### src/rtl/assert_macros.svh
// assert_macros.svh - concurrent assertion helpers for the PM2.5 AQI averager.
// No dependencies; included by files that carry assertions.
`ifndef ASSERT_MACROS_SVH
`define ASSERT_MACROS_SVH
`ifndef SYNTH
`define ASSERT_IMPLIES(lbl, clk, rst_n, ante, cons) \
    lbl: assert property (@(posedge clk) disable iff (!rst_n) (ante) |-> (cons)) \
        else $error("assertion failed");
`define ASSERT_NEVER(lbl, clk, rst_n, cond) \
    lbl: assert property (@(posedge clk) disable iff (!rst_n) !(cond)) \
        else $error("assertion failed");
`else
`define ASSERT_IMPLIES(lbl, clk, rst_n, ante, cons)
`define ASSERT_NEVER(lbl, clk, rst_n, cond)
`endif
`endif

### src/rtl/pm25aqi_pkg.sv
// pm25aqi_pkg - widths, breakpoint tables and shared types of the PM2.5 AQI averager.
// No dependencies.
package pm25aqi_pkg;

    localparam int COUNT_BITS = 16;
    localparam int CONC_W     = 10;
    localparam int AQI_W      = 14;
    localparam int CAT_W      = 3;
    localparam int SEG_W      = 3;
    localparam int NUM_W      = 24;
    localparam int ILO_W      = 13;
    localparam int SPAN_W     = 11;
    localparam int CLO_W      = 12;
    localparam int TENTHS_W   = 14;
    localparam int OUT_CNT_W  = 16;

    // segment division as num * ceil(2^35 / den) >> 35, exact for num below 2^24
    localparam int RECIP_W     = 29;
    localparam int RECIP_SHIFT = 35;

    localparam int SUM_C_W = CONC_W + COUNT_BITS;
    localparam int SUM_A_W = AQI_W + COUNT_BITS;

    // serial divider: quotient always fits in QB bits
    localparam int QB    = 14;
    localparam int DIV_N = SUM_A_W;
    localparam int DIV_D = COUNT_BITS;

    localparam int Q_DEPTH = 2;

    localparam logic [CONC_W-1:0]     CONC_MAX   = CONC_W'(1000);
    localparam logic [COUNT_BITS-1:0] COUNT_FULL = '1;

    localparam logic [CAT_W-1:0] CAT_GOOD      = 3'd0;
    localparam logic [CAT_W-1:0] CAT_MODERATE  = 3'd1;
    localparam logic [CAT_W-1:0] CAT_SENSITIVE = 3'd2;
    localparam logic [CAT_W-1:0] CAT_UNHEALTHY = 3'd3;
    localparam logic [CAT_W-1:0] CAT_VERY      = 3'd4;
    localparam logic [CAT_W-1:0] CAT_HAZARDOUS = 3'd5;

    typedef struct packed {
        logic [CONC_W-1:0]  pm1;
        logic [CONC_W-1:0]  pm2_5;
        logic [CONC_W-1:0]  pm10;
        logic               restart;
        logic [NUM_W-1:0]   num;
        logic [RECIP_W-1:0] recip;
        logic [ILO_W-1:0]   ilo16;
        logic [CAT_W-1:0]   cat;
    } t_item;

    typedef struct packed {
        logic full;
        logic not_empty;
    } t_q_stat;

    function automatic logic [CONC_W-1:0] clamp_conc(input logic [CONC_W-1:0] v);
        return (v > CONC_MAX) ? CONC_MAX : v;
    endfunction

    function automatic logic [SEG_W-1:0] seg_pick(input logic [CONC_W-1:0] c);
        logic [SEG_W-1:0] s;
        if (c <= CONC_W'(12))       s = 3'd0;
        else if (c <= CONC_W'(35))  s = 3'd1;
        else if (c <= CONC_W'(55))  s = 3'd2;
        else if (c <= CONC_W'(150)) s = 3'd3;
        else if (c <= CONC_W'(250)) s = 3'd4;
        else if (c <= CONC_W'(350)) s = 3'd5;
        else                        s = 3'd6;
        return s;
    endfunction

    // 16 * (iHi - iLo)
    function automatic logic [SPAN_W-1:0] seg_span16(input logic [SEG_W-1:0] s);
        logic [SPAN_W-1:0] v;
        case (s)
            3'd0:    v = SPAN_W'(800);
            3'd1:    v = SPAN_W'(784);
            3'd2:    v = SPAN_W'(784);
            3'd3:    v = SPAN_W'(784);
            default: v = SPAN_W'(1584);
        endcase
        return v;
    endfunction

    // lower concentration bound, tenths of ug/m3
    function automatic logic [CLO_W-1:0] seg_clo(input logic [SEG_W-1:0] s);
        logic [CLO_W-1:0] v;
        case (s)
            3'd0:    v = CLO_W'(0);
            3'd1:    v = CLO_W'(121);
            3'd2:    v = CLO_W'(355);
            3'd3:    v = CLO_W'(555);
            3'd4:    v = CLO_W'(1505);
            3'd5:    v = CLO_W'(2505);
            default: v = CLO_W'(3505);
        endcase
        return v;
    endfunction

    // ceil(2^35 / (cHi - cLo)) for spans 120, 233, 199, 949, 999, 999, 1499
    function automatic logic [RECIP_W-1:0] seg_recip(input logic [SEG_W-1:0] s);
        logic [RECIP_W-1:0] v;
        case (s)
            3'd0:    v = RECIP_W'(286331154);
            3'd1:    v = RECIP_W'(147466689);
            3'd2:    v = RECIP_W'(172662002);
            3'd3:    v = RECIP_W'(36206258);
            3'd4:    v = RECIP_W'(34394133);
            3'd5:    v = RECIP_W'(34394133);
            default: v = RECIP_W'(22921774);
        endcase
        return v;
    endfunction

    function automatic logic [ILO_W-1:0] seg_ilo16(input logic [SEG_W-1:0] s);
        logic [ILO_W-1:0] v;
        case (s)
            3'd0:    v = ILO_W'(0);
            3'd1:    v = ILO_W'(816);
            3'd2:    v = ILO_W'(1616);
            3'd3:    v = ILO_W'(2416);
            3'd4:    v = ILO_W'(3216);
            3'd5:    v = ILO_W'(4816);
            default: v = ILO_W'(6416);
        endcase
        return v;
    endfunction

    // both top segments report hazardous
    function automatic logic [CAT_W-1:0] seg_cat(input logic [SEG_W-1:0] s);
        logic [CAT_W-1:0] v;
        case (s)
            3'd0:    v = CAT_GOOD;
            3'd1:    v = CAT_MODERATE;
            3'd2:    v = CAT_SENSITIVE;
            3'd3:    v = CAT_UNHEALTHY;
            3'd4:    v = CAT_VERY;
            default: v = CAT_HAZARDOUS;
        endcase
        return v;
    endfunction

endpackage

### src/rtl/pm25aqi_front.sv
// pm25aqi_front - takes samples, clamps them, picks the AQI segment and forms the
// interpolation numerator. Depends on pm25aqi_pkg.
module pm25aqi_front (
    input  logic                          i_clk,
    input  logic                          i_rst_n,
    input  logic                          i_valid,
    output logic                          o_ready,
    input  logic [pm25aqi_pkg::CONC_W-1:0] i_pm1_conc,
    input  logic [pm25aqi_pkg::CONC_W-1:0] i_pm2_5_conc,
    input  logic [pm25aqi_pkg::CONC_W-1:0] i_pm10_conc,
    input  logic                          i_restart,
    input  pm25aqi_pkg::t_q_stat          i_q_stat,
    output logic                          o_push,
    output pm25aqi_pkg::t_item            o_item
);

    logic                           r_valid;
    logic [pm25aqi_pkg::CONC_W-1:0] r_pm1;
    logic [pm25aqi_pkg::CONC_W-1:0] r_pm2_5;
    logic [pm25aqi_pkg::CONC_W-1:0] r_pm10;
    logic                           r_restart;
    logic [pm25aqi_pkg::SEG_W-1:0]  r_seg;

    logic [pm25aqi_pkg::TENTHS_W-1:0]            tenths;
    logic [pm25aqi_pkg::TENTHS_W-1:0]            offs;
    logic [pm25aqi_pkg::SPAN_W+pm25aqi_pkg::TENTHS_W-1:0] prod;

    assign o_push  = r_valid && !i_q_stat.full;
    assign o_ready = !r_valid || o_push;

    always_ff @(posedge i_clk) begin
        if (!i_rst_n) begin
            r_valid <= 1'b0;
        end else if (o_ready) begin
            r_valid <= i_valid;
        end
    end

    always_ff @(posedge i_clk) begin
        if (i_valid && o_ready) begin
            r_pm1     <= pm25aqi_pkg::clamp_conc(i_pm1_conc);
            r_pm2_5   <= pm25aqi_pkg::clamp_conc(i_pm2_5_conc);
            r_pm10    <= pm25aqi_pkg::clamp_conc(i_pm10_conc);
            r_restart <= i_restart;
            r_seg     <= pm25aqi_pkg::seg_pick(pm25aqi_pkg::clamp_conc(i_pm2_5_conc));
        end
    end

    // 10*C - cLo never goes negative inside the chosen segment
    always_comb begin
        tenths = {1'b0, r_pm2_5, 3'b000} + {3'b000, r_pm2_5, 1'b0};
        offs   = tenths - pm25aqi_pkg::TENTHS_W'(pm25aqi_pkg::seg_clo(r_seg));
        prod   = {{pm25aqi_pkg::TENTHS_W{1'b0}}, pm25aqi_pkg::seg_span16(r_seg)}
               * {{pm25aqi_pkg::SPAN_W{1'b0}}, offs};
    end

    always_comb begin
        o_item.pm1     = r_pm1;
        o_item.pm2_5   = r_pm2_5;
        o_item.pm10    = r_pm10;
        o_item.restart = r_restart;
        o_item.num     = prod[pm25aqi_pkg::NUM_W-1:0];
        o_item.recip   = pm25aqi_pkg::seg_recip(r_seg);
        o_item.ilo16   = pm25aqi_pkg::seg_ilo16(r_seg);
        o_item.cat     = pm25aqi_pkg::seg_cat(r_seg);
    end

endmodule

### src/rtl/pm25aqi_fifo.sv
// pm25aqi_fifo - short queue of classified samples between front and back.
// Depends on pm25aqi_pkg.
module pm25aqi_fifo (
    input  logic                 i_clk,
    input  logic                 i_rst_n,
    input  logic                 i_push,
    input  pm25aqi_pkg::t_item   i_item,
    input  logic                 i_pop,
    output pm25aqi_pkg::t_item   o_item,
    output pm25aqi_pkg::t_q_stat o_stat
);

    localparam int PW = (pm25aqi_pkg::Q_DEPTH > 1) ? $clog2(pm25aqi_pkg::Q_DEPTH) : 1;
    localparam int CW = $clog2(pm25aqi_pkg::Q_DEPTH + 1);
    localparam logic [PW-1:0] LAST = PW'(pm25aqi_pkg::Q_DEPTH - 1);

    pm25aqi_pkg::t_item r_mem [pm25aqi_pkg::Q_DEPTH];
    logic [PW-1:0]      r_wr;
    logic [PW-1:0]      r_rd;
    logic [CW-1:0]      r_cnt;

    assign o_stat.full      = (r_cnt == CW'(pm25aqi_pkg::Q_DEPTH));
    assign o_stat.not_empty = (r_cnt != '0);
    assign o_item           = r_mem[r_rd];

    always_ff @(posedge i_clk) begin
        if (!i_rst_n) begin
            r_wr  <= '0;
            r_rd  <= '0;
            r_cnt <= '0;
        end else begin
            if (i_push) begin
                r_wr <= (r_wr == LAST) ? '0 : r_wr + 1'b1;
            end
            if (i_pop) begin
                r_rd <= (r_rd == LAST) ? '0 : r_rd + 1'b1;
            end
            if (i_push && !i_pop) begin
                r_cnt <= r_cnt + 1'b1;
            end else if (i_pop && !i_push) begin
                r_cnt <= r_cnt - 1'b1;
            end
        end
    end

    always_ff @(posedge i_clk) begin
        if (i_push) begin
            r_mem[r_wr] <= i_item;
        end
    end

endmodule

### src/rtl/pm25aqi_div.sv
// pm25aqi_div - restoring divider, one quotient bit per cycle, for quotients that
// fit in QB bits. Depends on pm25aqi_pkg.
module pm25aqi_div (
    input  logic                          i_clk,
    input  logic                          i_rst_n,
    input  logic                          i_start,
    input  logic [pm25aqi_pkg::DIV_N-1:0] i_dividend,
    input  logic [pm25aqi_pkg::DIV_D-1:0] i_divisor,
    output logic                          o_done,
    output logic [pm25aqi_pkg::QB-1:0]    o_quot
);

    localparam int D  = pm25aqi_pkg::DIV_D;
    localparam int QB = pm25aqi_pkg::QB;
    localparam int CW = $clog2(QB + 1);

    logic [D-1:0]  r_rem;
    logic [D-1:0]  r_dvs;
    logic [QB-1:0] r_low;
    logic [CW-1:0] r_cnt;
    logic          r_busy;
    logic          r_done;

    logic [D:0]    trial;
    logic [D:0]    diff;
    logic          ge;

    // remainder and dividend bits shift together; quotient bits fill in from the right
    always_comb begin
        trial = {r_rem, r_low[QB-1]};
        ge    = (trial >= {1'b0, r_dvs});
        diff  = trial - {1'b0, r_dvs};
    end

    assign o_done = r_done;
    assign o_quot = r_low;

    always_ff @(posedge i_clk) begin
        if (!i_rst_n) begin
            r_busy <= 1'b0;
            r_done <= 1'b0;
            r_cnt  <= '0;
        end else begin
            r_done <= 1'b0;
            if (i_start) begin
                r_busy <= 1'b1;
                r_cnt  <= CW'(QB);
            end else if (r_busy) begin
                r_cnt <= r_cnt - 1'b1;
                if (r_cnt == CW'(1)) begin
                    r_busy <= 1'b0;
                    r_done <= 1'b1;
                end
            end
        end
    end

    always_ff @(posedge i_clk) begin
        if (i_start) begin
            // upper part is below the divisor since the quotient fits in QB bits
            r_rem <= D'(i_dividend[pm25aqi_pkg::DIV_N-1:QB]);
            r_low <= i_dividend[QB-1:0];
            r_dvs <= i_divisor;
        end else if (r_busy) begin
            r_rem <= ge ? diff[D-1:0] : trial[D-1:0];
            r_low <= {r_low[QB-2:0], ge};
        end
    end

endmodule

### src/rtl/pm25aqi_back.sv
// pm25aqi_back - finishes the AQI by reciprocal multiply, keeps the running sums and
// count, and forms the four averages on one shared divider. Depends on pm25aqi_pkg, pm25aqi_div.
module pm25aqi_back (
    input  logic                              i_clk,
    input  logic                              i_rst_n,
    input  pm25aqi_pkg::t_q_stat              i_q_stat,
    input  pm25aqi_pkg::t_item                i_item,
    output logic                              o_pop,
    output logic                              o_valid,
    input  logic                              i_ready,
    output logic [pm25aqi_pkg::AQI_W-1:0]     o_sample_aqi,
    output logic [pm25aqi_pkg::CAT_W-1:0]     o_category,
    output logic [pm25aqi_pkg::CONC_W-1:0]    o_avg_pm1,
    output logic [pm25aqi_pkg::CONC_W-1:0]    o_avg_pm2_5,
    output logic [pm25aqi_pkg::CONC_W-1:0]    o_avg_pm10,
    output logic [pm25aqi_pkg::AQI_W-1:0]     o_avg_aqi,
    output logic [pm25aqi_pkg::OUT_CNT_W-1:0] o_sample_count
);

    localparam int CONC_W = pm25aqi_pkg::CONC_W;
    localparam int AQI_W  = pm25aqi_pkg::AQI_W;
    localparam int CB     = pm25aqi_pkg::COUNT_BITS;
    localparam int PROD_W = pm25aqi_pkg::NUM_W + pm25aqi_pkg::RECIP_W;
    localparam int QLO    = pm25aqi_pkg::RECIP_SHIFT;

    localparam logic [2:0] S_IDLE = 3'd0;
    localparam logic [2:0] S_AQI  = 3'd1;
    localparam logic [2:0] S_UPD  = 3'd2;
    localparam logic [2:0] S_AVG  = 3'd3;
    localparam logic [2:0] S_OUT  = 3'd4;

    localparam logic [1:0] AVG_PM1   = 2'd0;
    localparam logic [1:0] AVG_PM2_5 = 2'd1;
    localparam logic [1:0] AVG_PM10  = 2'd2;
    localparam logic [1:0] AVG_AQI   = 2'd3;

    logic [2:0]                        r_state;
    logic                              r_go;
    logic [1:0]                        r_idx;
    pm25aqi_pkg::t_item                r_item;
    logic [AQI_W-1:0]                  r_aqi;
    logic [pm25aqi_pkg::SUM_C_W-1:0]   r_sum_pm1;
    logic [pm25aqi_pkg::SUM_C_W-1:0]   r_sum_pm2_5;
    logic [pm25aqi_pkg::SUM_C_W-1:0]   r_sum_pm10;
    logic [pm25aqi_pkg::SUM_A_W-1:0]   r_sum_aqi;
    logic [CB-1:0]                     r_count;
    logic [CONC_W-1:0]                 r_avg_pm1;
    logic [CONC_W-1:0]                 r_avg_pm2_5;
    logic [CONC_W-1:0]                 r_avg_pm10;
    logic [AQI_W-1:0]                  r_avg_aqi;
    logic                              r_out_valid;

    logic [pm25aqi_pkg::DIV_N-1:0]     dividend;
    logic [pm25aqi_pkg::DIV_D-1:0]     divisor;
    logic                              div_done;
    logic [pm25aqi_pkg::QB-1:0]        quot;
    logic                              load_out;
    logic [PROD_W-1:0]                 aqi_prod;

    assign o_pop    = (r_state == S_IDLE) && i_q_stat.not_empty;
    assign load_out = (r_state == S_OUT) && (!r_out_valid || i_ready);
    assign o_valid  = r_out_valid;

    // quotient of the segment division sits at bit 35 and up; it is below 2^14
    assign aqi_prod = {{pm25aqi_pkg::RECIP_W{1'b0}}, r_item.num}
                    * {{pm25aqi_pkg::NUM_W{1'b0}}, r_item.recip};

    assign divisor = pm25aqi_pkg::DIV_D'(r_count);

    always_comb begin
        case (r_idx)
            AVG_PM1:   dividend = pm25aqi_pkg::DIV_N'(r_sum_pm1);
            AVG_PM2_5: dividend = pm25aqi_pkg::DIV_N'(r_sum_pm2_5);
            AVG_PM10:  dividend = pm25aqi_pkg::DIV_N'(r_sum_pm10);
            default:   dividend = pm25aqi_pkg::DIV_N'(r_sum_aqi);
        endcase
    end

    pm25aqi_div u_div (
        .i_clk      (i_clk),
        .i_rst_n    (i_rst_n),
        .i_start    (r_go),
        .i_dividend (dividend),
        .i_divisor  (divisor),
        .o_done     (div_done),
        .o_quot     (quot)
    );

    always_ff @(posedge i_clk) begin
        if (!i_rst_n) begin
            r_state     <= S_IDLE;
            r_go        <= 1'b0;
            r_idx       <= AVG_PM1;
            r_out_valid <= 1'b0;
            r_sum_pm1   <= '0;
            r_sum_pm2_5 <= '0;
            r_sum_pm10  <= '0;
            r_sum_aqi   <= '0;
            r_count     <= '0;
        end else begin
            r_go <= 1'b0;
            if (load_out) begin
                r_out_valid <= 1'b1;
            end else if (i_ready) begin
                r_out_valid <= 1'b0;
            end
            case (r_state)
                S_IDLE: begin
                    if (o_pop) begin
                        r_state <= S_AQI;
                    end
                end
                S_AQI: begin
                    r_state <= S_UPD;
                end
                S_UPD: begin
                    // restart opens a new window; a full window keeps its sums
                    if (r_item.restart) begin
                        r_sum_pm1   <= pm25aqi_pkg::SUM_C_W'(r_item.pm1);
                        r_sum_pm2_5 <= pm25aqi_pkg::SUM_C_W'(r_item.pm2_5);
                        r_sum_pm10  <= pm25aqi_pkg::SUM_C_W'(r_item.pm10);
                        r_sum_aqi   <= pm25aqi_pkg::SUM_A_W'(r_aqi);
                        r_count     <= CB'(1);
                    end else if (r_count != pm25aqi_pkg::COUNT_FULL) begin
                        r_sum_pm1   <= r_sum_pm1 + pm25aqi_pkg::SUM_C_W'(r_item.pm1);
                        r_sum_pm2_5 <= r_sum_pm2_5 + pm25aqi_pkg::SUM_C_W'(r_item.pm2_5);
                        r_sum_pm10  <= r_sum_pm10 + pm25aqi_pkg::SUM_C_W'(r_item.pm10);
                        r_sum_aqi   <= r_sum_aqi + pm25aqi_pkg::SUM_A_W'(r_aqi);
                        r_count     <= r_count + 1'b1;
                    end
                    r_idx   <= AVG_PM1;
                    r_go    <= 1'b1;
                    r_state <= S_AVG;
                end
                S_AVG: begin
                    if (div_done) begin
                        if (r_idx == AVG_AQI) begin
                            r_state <= S_OUT;
                        end else begin
                            r_idx <= r_idx + 1'b1;
                            r_go  <= 1'b1;
                        end
                    end
                end
                S_OUT: begin
                    if (load_out) begin
                        r_state <= S_IDLE;
                    end
                end
                default: begin
                    r_state <= S_IDLE;
                end
            endcase
        end
    end

    always_ff @(posedge i_clk) begin
        if (o_pop) begin
            r_item <= i_item;
        end
        if (r_state == S_AQI) begin
            r_aqi <= aqi_prod[QLO+AQI_W-1:QLO] + AQI_W'(r_item.ilo16);
        end
        if (r_state == S_AVG && div_done) begin
            case (r_idx)
                AVG_PM1:   r_avg_pm1   <= quot[CONC_W-1:0];
                AVG_PM2_5: r_avg_pm2_5 <= quot[CONC_W-1:0];
                AVG_PM10:  r_avg_pm10  <= quot[CONC_W-1:0];
                default:   r_avg_aqi   <= quot[AQI_W-1:0];
            endcase
        end
        if (load_out) begin
            o_sample_aqi   <= r_aqi;
            o_category     <= r_item.cat;
            o_avg_pm1      <= r_avg_pm1;
            o_avg_pm2_5    <= r_avg_pm2_5;
            o_avg_pm10     <= r_avg_pm10;
            o_avg_aqi      <= r_avg_aqi;
            o_sample_count <= pm25aqi_pkg::OUT_CNT_W'(r_count);
        end
    end

endmodule

### src/rtl/pm25_aqi_averager_core.sv
// pm25_aqi_averager_core - top level of the PM2.5 AQI averager: front, queue, back.
// Depends on pm25aqi_pkg, pm25aqi_front, pm25aqi_fifo, pm25aqi_back, assert_macros.svh.
//
//   channel   direction  handshake           payload
//   sample    in         i_valid / o_ready   i_pm1_conc i_pm2_5_conc i_pm10_conc i_restart
//   result    out        o_valid / i_ready   o_sample_aqi o_category o_avg_* o_sample_count
//
// The front takes a sample in any cycle it has room; a two-entry queue follows it.
// The back takes one sample at a time: S_AQI for the AQI reciprocal multiply, S_UPD for the
// sums, four runs of the shared 14-step divider in S_AVG, S_OUT to load the output register.
// Synchronous active-low reset clears the sums, the count and all valid flags.
// A stalled result holds in the output register; the back finishes the next one and waits.
`include "assert_macros.svh"
module pm25_aqi_averager_core (
    input  logic                              i_clk,
    input  logic                              i_rst_n,
    input  logic                              i_valid,
    output logic                              o_ready,
    input  logic [pm25aqi_pkg::CONC_W-1:0]    i_pm1_conc,
    input  logic [pm25aqi_pkg::CONC_W-1:0]    i_pm2_5_conc,
    input  logic [pm25aqi_pkg::CONC_W-1:0]    i_pm10_conc,
    input  logic                              i_restart,
    output logic                              o_valid,
    input  logic                              i_ready,
    output logic [pm25aqi_pkg::AQI_W-1:0]     o_sample_aqi,
    output logic [pm25aqi_pkg::CAT_W-1:0]     o_category,
    output logic [pm25aqi_pkg::CONC_W-1:0]    o_avg_pm1,
    output logic [pm25aqi_pkg::CONC_W-1:0]    o_avg_pm2_5,
    output logic [pm25aqi_pkg::CONC_W-1:0]    o_avg_pm10,
    output logic [pm25aqi_pkg::AQI_W-1:0]     o_avg_aqi,
    output logic [pm25aqi_pkg::OUT_CNT_W-1:0] o_sample_count
);

    pm25aqi_pkg::t_q_stat q_stat;
    pm25aqi_pkg::t_item   push_item;
    pm25aqi_pkg::t_item   pop_item;
    logic                 push;
    logic                 pop;

    pm25aqi_front u_front (
        .i_clk        (i_clk),
        .i_rst_n      (i_rst_n),
        .i_valid      (i_valid),
        .o_ready      (o_ready),
        .i_pm1_conc   (i_pm1_conc),
        .i_pm2_5_conc (i_pm2_5_conc),
        .i_pm10_conc  (i_pm10_conc),
        .i_restart    (i_restart),
        .i_q_stat     (q_stat),
        .o_push       (push),
        .o_item       (push_item)
    );

    pm25aqi_fifo u_fifo (
        .i_clk   (i_clk),
        .i_rst_n (i_rst_n),
        .i_push  (push),
        .i_item  (push_item),
        .i_pop   (pop),
        .o_item  (pop_item),
        .o_stat  (q_stat)
    );

    pm25aqi_back u_back (
        .i_clk          (i_clk),
        .i_rst_n        (i_rst_n),
        .i_q_stat       (q_stat),
        .i_item         (pop_item),
        .o_pop          (pop),
        .o_valid        (o_valid),
        .i_ready        (i_ready),
        .o_sample_aqi   (o_sample_aqi),
        .o_category     (o_category),
        .o_avg_pm1      (o_avg_pm1),
        .o_avg_pm2_5    (o_avg_pm2_5),
        .o_avg_pm10     (o_avg_pm10),
        .o_avg_aqi      (o_avg_aqi),
        .o_sample_count (o_sample_count)
    );

    `ASSERT_NEVER(a_push_when_full, i_clk, i_rst_n, push && q_stat.full)
    `ASSERT_NEVER(a_pop_when_empty, i_clk, i_rst_n, pop && !q_stat.not_empty)
    `ASSERT_IMPLIES(a_cat_range, i_clk, i_rst_n, o_valid, o_category <= pm25aqi_pkg::CAT_HAZARDOUS)

endmodule
### config.mk
export PLATFORM = sky130hd
export DESIGN_NAME = pm25_aqi_averager_core
export DESIGN_NICKNAME = d
export VERILOG_FILES = /design/src/rtl/pm25aqi_pkg.sv /design/src/rtl/pm25aqi_front.sv /design/src/rtl/pm25aqi_fifo.sv /design/src/rtl/pm25aqi_div.sv /design/src/rtl/pm25aqi_back.sv /design/src/rtl/pm25_aqi_averager_core.sv
export VERILOG_INCLUDE_DIRS = /design/src /design/src/rtl
export SDC_FILE = /design/constraint.sdc
export NUM_CORES = 2
export LEC_CHECK = 0
export ABC_AREA = 1
export CORE_MARGIN = 5
export CORE_UTILIZATION = 60
export CTS_CLUSTER_DIAMETER = 50
export CTS_CLUSTER_SIZE = 14
export DETAILED_ROUTE_END_ITERATION = 16
export DONT_BUFFER_PORTS = 1
export GPL_TIMING_DRIVEN = 0
export PLACE_DENSITY_LB_ADDON = 0.3
export SLEW_MARGIN = 20
export SYNTH_ARGS = -nofsm -noshare
export SYNTH_HDL_FRONTEND = slang
export SYNTH_SLANG_ARGS = --single-unit
### constraint.sdc
create_clock -name i_clk -period 9.25 [get_ports i_clk]
set_input_delay 0 -clock i_clk [delete_from_list [all_inputs] [get_ports i_clk]]
set_output_delay 0 -clock i_clk [all_outputs]
set_load 0.05 [all_outputs]
After elaboration in Yosys (flattened, before gate mapping)
Memories as Yosys holds them, arrays and structs flattened. A register that Yosys moved wholly into a read port is not among the register bits.
Cells that the tools add are included.
- add/sub/neg operators: 15
- $mul: 2
- order comparisons: 10
- equality and inequality tests: 20
- muxes and demuxes: 52
- bitwise gates (word level): 3
- reductions and logical operators: 37
- operators by type and width (operator ; number):
    two-way mux 26 bit ; 6
    one-hot mux 29 bit (5 select lines) ; 1
    one-hot mux 30 bit (3 select lines) ; 1
    two-way mux 16 bit ; 5
    adder 26 x 10 -> 26 bit ; 3
    one-hot mux 13 bit (6 select lines) ; 1
    one-hot mux 12 bit (6 select lines) ; 1
    two-way mux 30 bit ; 2
    multiplier 24 x 29 -> 49 bit ; 1
    adder 30 x 14 -> 30 bit ; 1
    greater-than comparator 10 bit (second input constant) ; 3
    one-hot mux 3 bit (5 select lines) ; 2
    two-way mux 14 bit ; 2
    multiplier 11 x 14 -> 24 bit ; 1
    one-hot mux 11 bit (2 select lines) ; 1
    less-or-equal comparator 10 x 6 -> 1 bit (second input constant) ; 2
    less-or-equal comparator 10 x 8 -> 1 bit (second input constant) ; 2
    >= comparator 17 x 16 -> 1 bit ; 1
    adder 16 x 1 -> 16 bit (second input constant) ; 1
    two-way mux 2 bit ; 8
    != test 16 bit (second input constant) ; 1
    subtractor 16 bit ; 1
    adder 13 x 11 -> 14 bit ; 1
    adder 14 x 13 -> 14 bit ; 1
    34 further kinds ; 90
- bits in registers: 357
- memory bits (writable): 200
- input port bits: 35
- output and inout bits: 79
- logic and storage cells: 179
- memories: 1
- memory list (memory ; words ; bits a word ; rd ports ; clocked after Yosys merged registers in ; write ports ; line ; source):
    u_fifo.r_mem ; 2 ; 100 ; 1 ; 1 ; 1 ; pm25aqi_fifo.sv:17 ; pm25aqi_pkg::t_item r_mem [pm25aqi_pkg::Q_DEPTH];

Depth between registers and ports, before layout
- depth after elaboration: 8
- mapped depth: 41
- gate-level depth less buffers: 39

By module
From an unflattened synthesis, not the netlist that was laid out.
- cells, all modules: 6360
- area total of the unflattened synthesis: 56466.7 µm²
- modules (own cells, without submodules) (module ; times used ; cells an instance ; area an instance (µm²) ; sequential area each (µm²)):
    pm25aqi_back ; 1 ; 4920 ; 39918.3 ; 9679.3
    pm25aqi_fifo ; 1 ; 346 ; 7946.4 ; 6105.9
    pm25aqi_front ; 1 ; 654 ; 5200.0 ; 1041.0
    pm25aqi_div ; 1 ; 440 ; 3402.0 ; 1501.4

Least setup slack after synthesis
No wires, ideal clock.
- path kind: reg2reg
- start: register u_back.r_out_valid, in the netlist u_back.o_valid
- end: register u_back.o_avg_aqi[0] in the netlist's numbering (enable)
- library setup time: 702 ps
- arrival time: 7889 ps
- required time: 8548 ps
- slack: 658 ps
- cell stages (with the launch flop): 4
- buffers on the path: 0
- period minus slack after synthesis: 8592 ps
- path through: dfxtp_1 inv_1 nor2_1 nor4_1
- longest elaborated chain between the ends: 3
- ends and longest elaborated chain (element ; line ; source):
    start: declaration ; pm25aqi_back.sv:51 ; logic r_out_valid;
    start signal: assignment ; pm25aqi_back.sv:94 ; r_out_valid <= 1'b0;
    start signal: assignment ; pm25aqi_back.sv:103 ; r_out_valid <= 1'b1;
    start signal: assignment ; pm25aqi_back.sv:105 ; r_out_valid <= 1'b0;
    logical NOT 1 bit ; pm25aqi_back.sv:61 ; assign load_out = (r_state == S_OUT) && (!r_out_valid || i_ready);
    logical OR 1 bit ; pm25aqi_back.sv:61 ;
    logical AND 1 bit ; pm25aqi_back.sv:61 ;
    via u_back.load_out ; pm25aqi_back.sv:57 ; logic load_out;
    end signal: assignment ; pm25aqi_back.sv:178 ; o_avg_aqi <= r_avg_aqi;
    end: declaration ; pm25aqi_back.sv:16 ; output logic [pm25aqi_pkg::AQI_W-1:0] o_avg_aqi,
The timed path passes the listed nets, and every way through them passes these cells.
A chain may end at the register's enable or synchronous reset.

Worst setup path after layout
- start: register, netlist name u_back.r_item[66]
- end: register u_back.r_aqi[12] (data pin)
- longest elaborated chain between the ends: 2
- ends and longest elaborated chain (element ; line ; source):
    multiplier 24 x 29 -> 49 bit ; pm25aqi_back.sv:66 ; * {{pm25aqi_pkg::NUM_W{1'b0}}, r_item.recip};
    adder 14 x 13 -> 14 bit ; pm25aqi_back.sv:162 ; r_aqi <= aqi_prod[QLO+AQI_W-1:QLO] + AQI_W'(r_item.ilo16);
    end signal: assignment ; pm25aqi_back.sv:162 ;
    end: declaration ; pm25aqi_back.sv:41 ; logic [AQI_W-1:0] r_aqi;
Every way passes these cells.

==> reports/metrics.sh <==
STATUS='finished clean'
FINISH.NET_COUNT=6575
STARTPOINT_OF_THE_WORST_SETUP_TIMING_PATH='u_back.r_item[66]'
CTS_SINKS=609
FF_TO_FF_SETUP_SLACK_PS=340
CRIT_ARRIVAL_PS=9270
SEQ_AREA_FRAC_SYNTH_PCT=34.3
SYNTH_ADDER_AREA_SHARE_PCT=30.1
RELSLEWSLACK_PCT=24.8
YS_FF_LATCH=609
NUMBER_OF_GLOBAL_ROUTE_VIAS_BEFORE_REPAIR=38041
POST_SYNTH_INSTANCE_AREA_MM2=0.0491
INITIAL_CORE_UTILIZATION_PCT=60.2
CRITICAL_PATH_REQUIRED_PS=9600
DIODES=0
MIN_DELAY_WORST_ENDPOINT='u_front.r_restart'
SYNTH_SIMPLE_GATE_AREA_SHARE_PCT=16.5
YOSYS.AREA_SHARE.XOR_XNOR_PCT=1.46
FLOORPLAN.DIE_AREA_MM2=0.0877
YOSYSUNIQUECELLTYPES=61
PERIOD_UTILIZATION_PCT=96.3
GRT-OVFL-TOTAL=0
HOLD_START='i_restart'
CTSHTREEMAXLEVEL=2
GRTUSAGETOTAL_PCT=32.7
CTS_TREE='done'
PIN_COUNT_OF_THE_BIGGEST_NET_ENTERING_GLOBAL_ROUTING=35
WORST_PIN_SLEW_PS=1120
SYNTHCELLS=5536
POST-DP-HPWL_UM=115000
FINAL_COMMON_CELL='nand2_1'
FMAXACHIEVABLE_GHz=0.112
SETUP-VIOLATIONS-FINAL=0
TIMING.SETUP.CRITICAL_PATH_CLASS='reg2reg'
SYNTH_ASYNC_SR_FLOP_SHARE_PCT=0
DIE_WIDTH_UM=296
SYNTH_ENABLE_FLOP_CELLS=467
WORST_PATH_LARGEST_CELL_DELAY_PS=600
CLOCK_LATENCY_PS=630
YOSYSWARNINGCOUNT=0
CP-END-KIND='flop'
DRIVE_GT1_SHARE_PCT=2.98
MIN_DELAY_PATH_DEPTH=1
FP-ROW-COUNT=105
ROUTE.DETAILED.WL_PER_INST_UM=21.1
SYNTH_COMPOUND_AREA_SHARE_PCT=6.76
HOLD_VIOL_FINAL=0
SYNTH_TOP_FAMILY_BY_AREA='adder cells'
CORE-AREA_MM2=0.0816
SYN_AREA_PER_CELL_UM2=8.87
CLOCK-SKEW-FINAL_PS=38.2
SYNTHTOPCELLSBYAREA='edfxtp_1 29%, fa_1 21%, nand2_1 9.9%'
CRITICAL-PATH-TOP-CELL-BY-COUNT='fa_1'
AVGVIACOUNTPERCELL=5.67
DR.FIRST_ITER.DRC_COUNT=3916
REG_TO_REG_ENDPOINT='u_back.r_aqi[12]'
FINALCOREUTILIZATION_PCT=64.9
ANTENNA_FOUND_INITIAL=1
DRC=0
R2R-START='u_back.r_item[66]'
DRT-PASS1-ITER-COUNT=6
GRT_FIRST_PASS_WIRELENGTH_UM=219000
MAXSLEWVIOLCOUNT=0
MAPPED_NETS=6449
SYNTHDOMINANTAREACELLTYPE='edfxtp_1'
CTS_BUFFERS=55
SYNTH_LARGEST_TYPE_AREA_FRACTION_PCT=28.6
PIN_COUNT=114
CLK_TRANSITION_REPORTED_PATHS_PS=70
FLOORPLAN.DIE.HEIGHT_UM=296
PLACE.PORT_BUFFERS=0
TNS_PS=0
POSTSYNTH.TOPFLOPCELL='edfxtp_1'
RSZ_0062_RAISED_AFTER_GLOBAL_ROUTING='false'
VIA_COUNT=38429
SYNTH.MUX.AREA_FRACTION_PCT=0
FINALWEIGHTEDCONGESTION=1.02
TIMING.CRITICAL_PATH.FANOUT_MAX=10
CRITICAL_PATH.STARTPOINT_TYPE='flop'
R2R_CELLS=31
HOLD_PATH_CLASS='in2reg'
PERIOD_MINUS_SLACK_PS=8910
CTS_MAX_PATH_BUFFERS=3
CTS.ROOT.BUFFER_CELL='clkbuf_16'
MOST-COMMON-LAYOUT-CELLS='1298 x nand2_1, 1203 x inv_1, 507 x fa_1'
AREA.GROWTH.SYNTH_TO_FINAL_PCT=7.83
CRITICAL_PATH.SLOWEST_CELL='fa_1'
ANTENNA_VIOLATING_NETS_LEFT=0
TIMING.MAX_CAP.VIOLATIONS=0
DETAIL_ROUTE.WIRELENGTH_UM=143000
## sequential cells by signal, indices dropped and copies added, names as in the netlist, 16 cells and up
name and count:
u_back.u_div.r_rem 16, u_fifo.r_mem 168, u_back.r_sum_pm10 26, u_back.o_sample_count 16, u_back.divisor 16, u_back.r_sum_pm1 26
u_back.r_item 84, u_back.r_sum_aqi 30, u_back.u_div.r_dvs 16, u_back.r_sum_pm2_5 26
## area by class of cell
type,instances,area (um2)
tap,1070,1340
buffer,181,758
clock buffer,81,1530
clock inverter,17,166
inverter,1216,4570
multi-input combinational,3528,27000
timing repair buffer,71,769
fill,6619,28600
sequential,609,16900
## routing by layer
layer  wire (um)  share of wire, %  up-vias  track usage, %
li1            -                 -    17584               -
met1       56700                40    18474            44.6
met2       63800                45     2014            51.8
met3       16300                11      355            8.25
met4        6120               4.3        2            11.4
met5          13            0.0091        -               0
## worst max path at each step
stage          slack (ps)  cells past startpoint                   endpoint
3_3_place_gp        -2670                      3  u_back.o_sample_count[10]
5_1_grt                 2                     31           u_back.r_aqi[12]
4_1_cts               120                     33           u_back.r_aqi[11]
3_5_place_dp          130                     33           u_back.r_aqi[11]
6_report              340                     31           u_back.r_aqi[12]
2_1_floorplan         660                      3        u_back.o_avg_aqi[0]
## repair_timing
action                                 CTS  global route
setup buffers                            0             0
gates resized for setup                  0             4
endpoints found under the hold margin   55             0
hold buffers                            44             0
setup endpoints to repair                0             3
## cells in the mapped netlist (63+ instances only)
cell	instances
nand2_1	1299
inv_1	1204
fa_1	507
edfxtp_1	467
ha_1	371
nor2_1	342
a21oi_1	253
nand3_1	173
o21ai_0	156
clkbuf_1	153
dfxtp_1	142
nor3_1	63
## cell families (layout without fill, tap and decap cells)
kind of cell | after synthesis | after routing
and+or+nand+nor | 1985 | 1985
buffers and inverters | 1399 | 1566
adders and majority gates | 878 | 878
DFF | 609 | 609
AOI/OAI and AO/OA | 583 | 583
xor gates and xnor gates | 82 | 82
## critical path: cells and delay by family (launching register included)
kind / cells / cell delay, ps
AO/OA/AOI/OAI: 6 / 1000
XOR/XNOR: 2 / 560
adder cells (fa/ha/maj): 10 / 4640
buffers and inverters: 5 / 1200
flip-flops: 1 / 340
AND/OR/NAND/NOR: 8 / 900
## metrics by stage
| stage | setup WS [ps] | instance area, um2 | hold slack (ps) | instances |
|---|---|---|---|---|
| floorplan | 658 | 49100 | 98.9 | 5536 |
| global placement | -2670 | 50400 | 99.0 | 6606 |
| detailed placement | 129 | 50800 | 99.0 | 6633 |
| CTS | 117 | 52900 | 1.55 | 6775 |
| global route | 1.65 | 52900 | 28.6 | 6773 |
| finish | 339 | 52900 | 39.2 | 6773 |
Power is left out: the tool's default activity adds up to more than one toggle a clock period on the data nets, which glitch-free logic cannot reach.
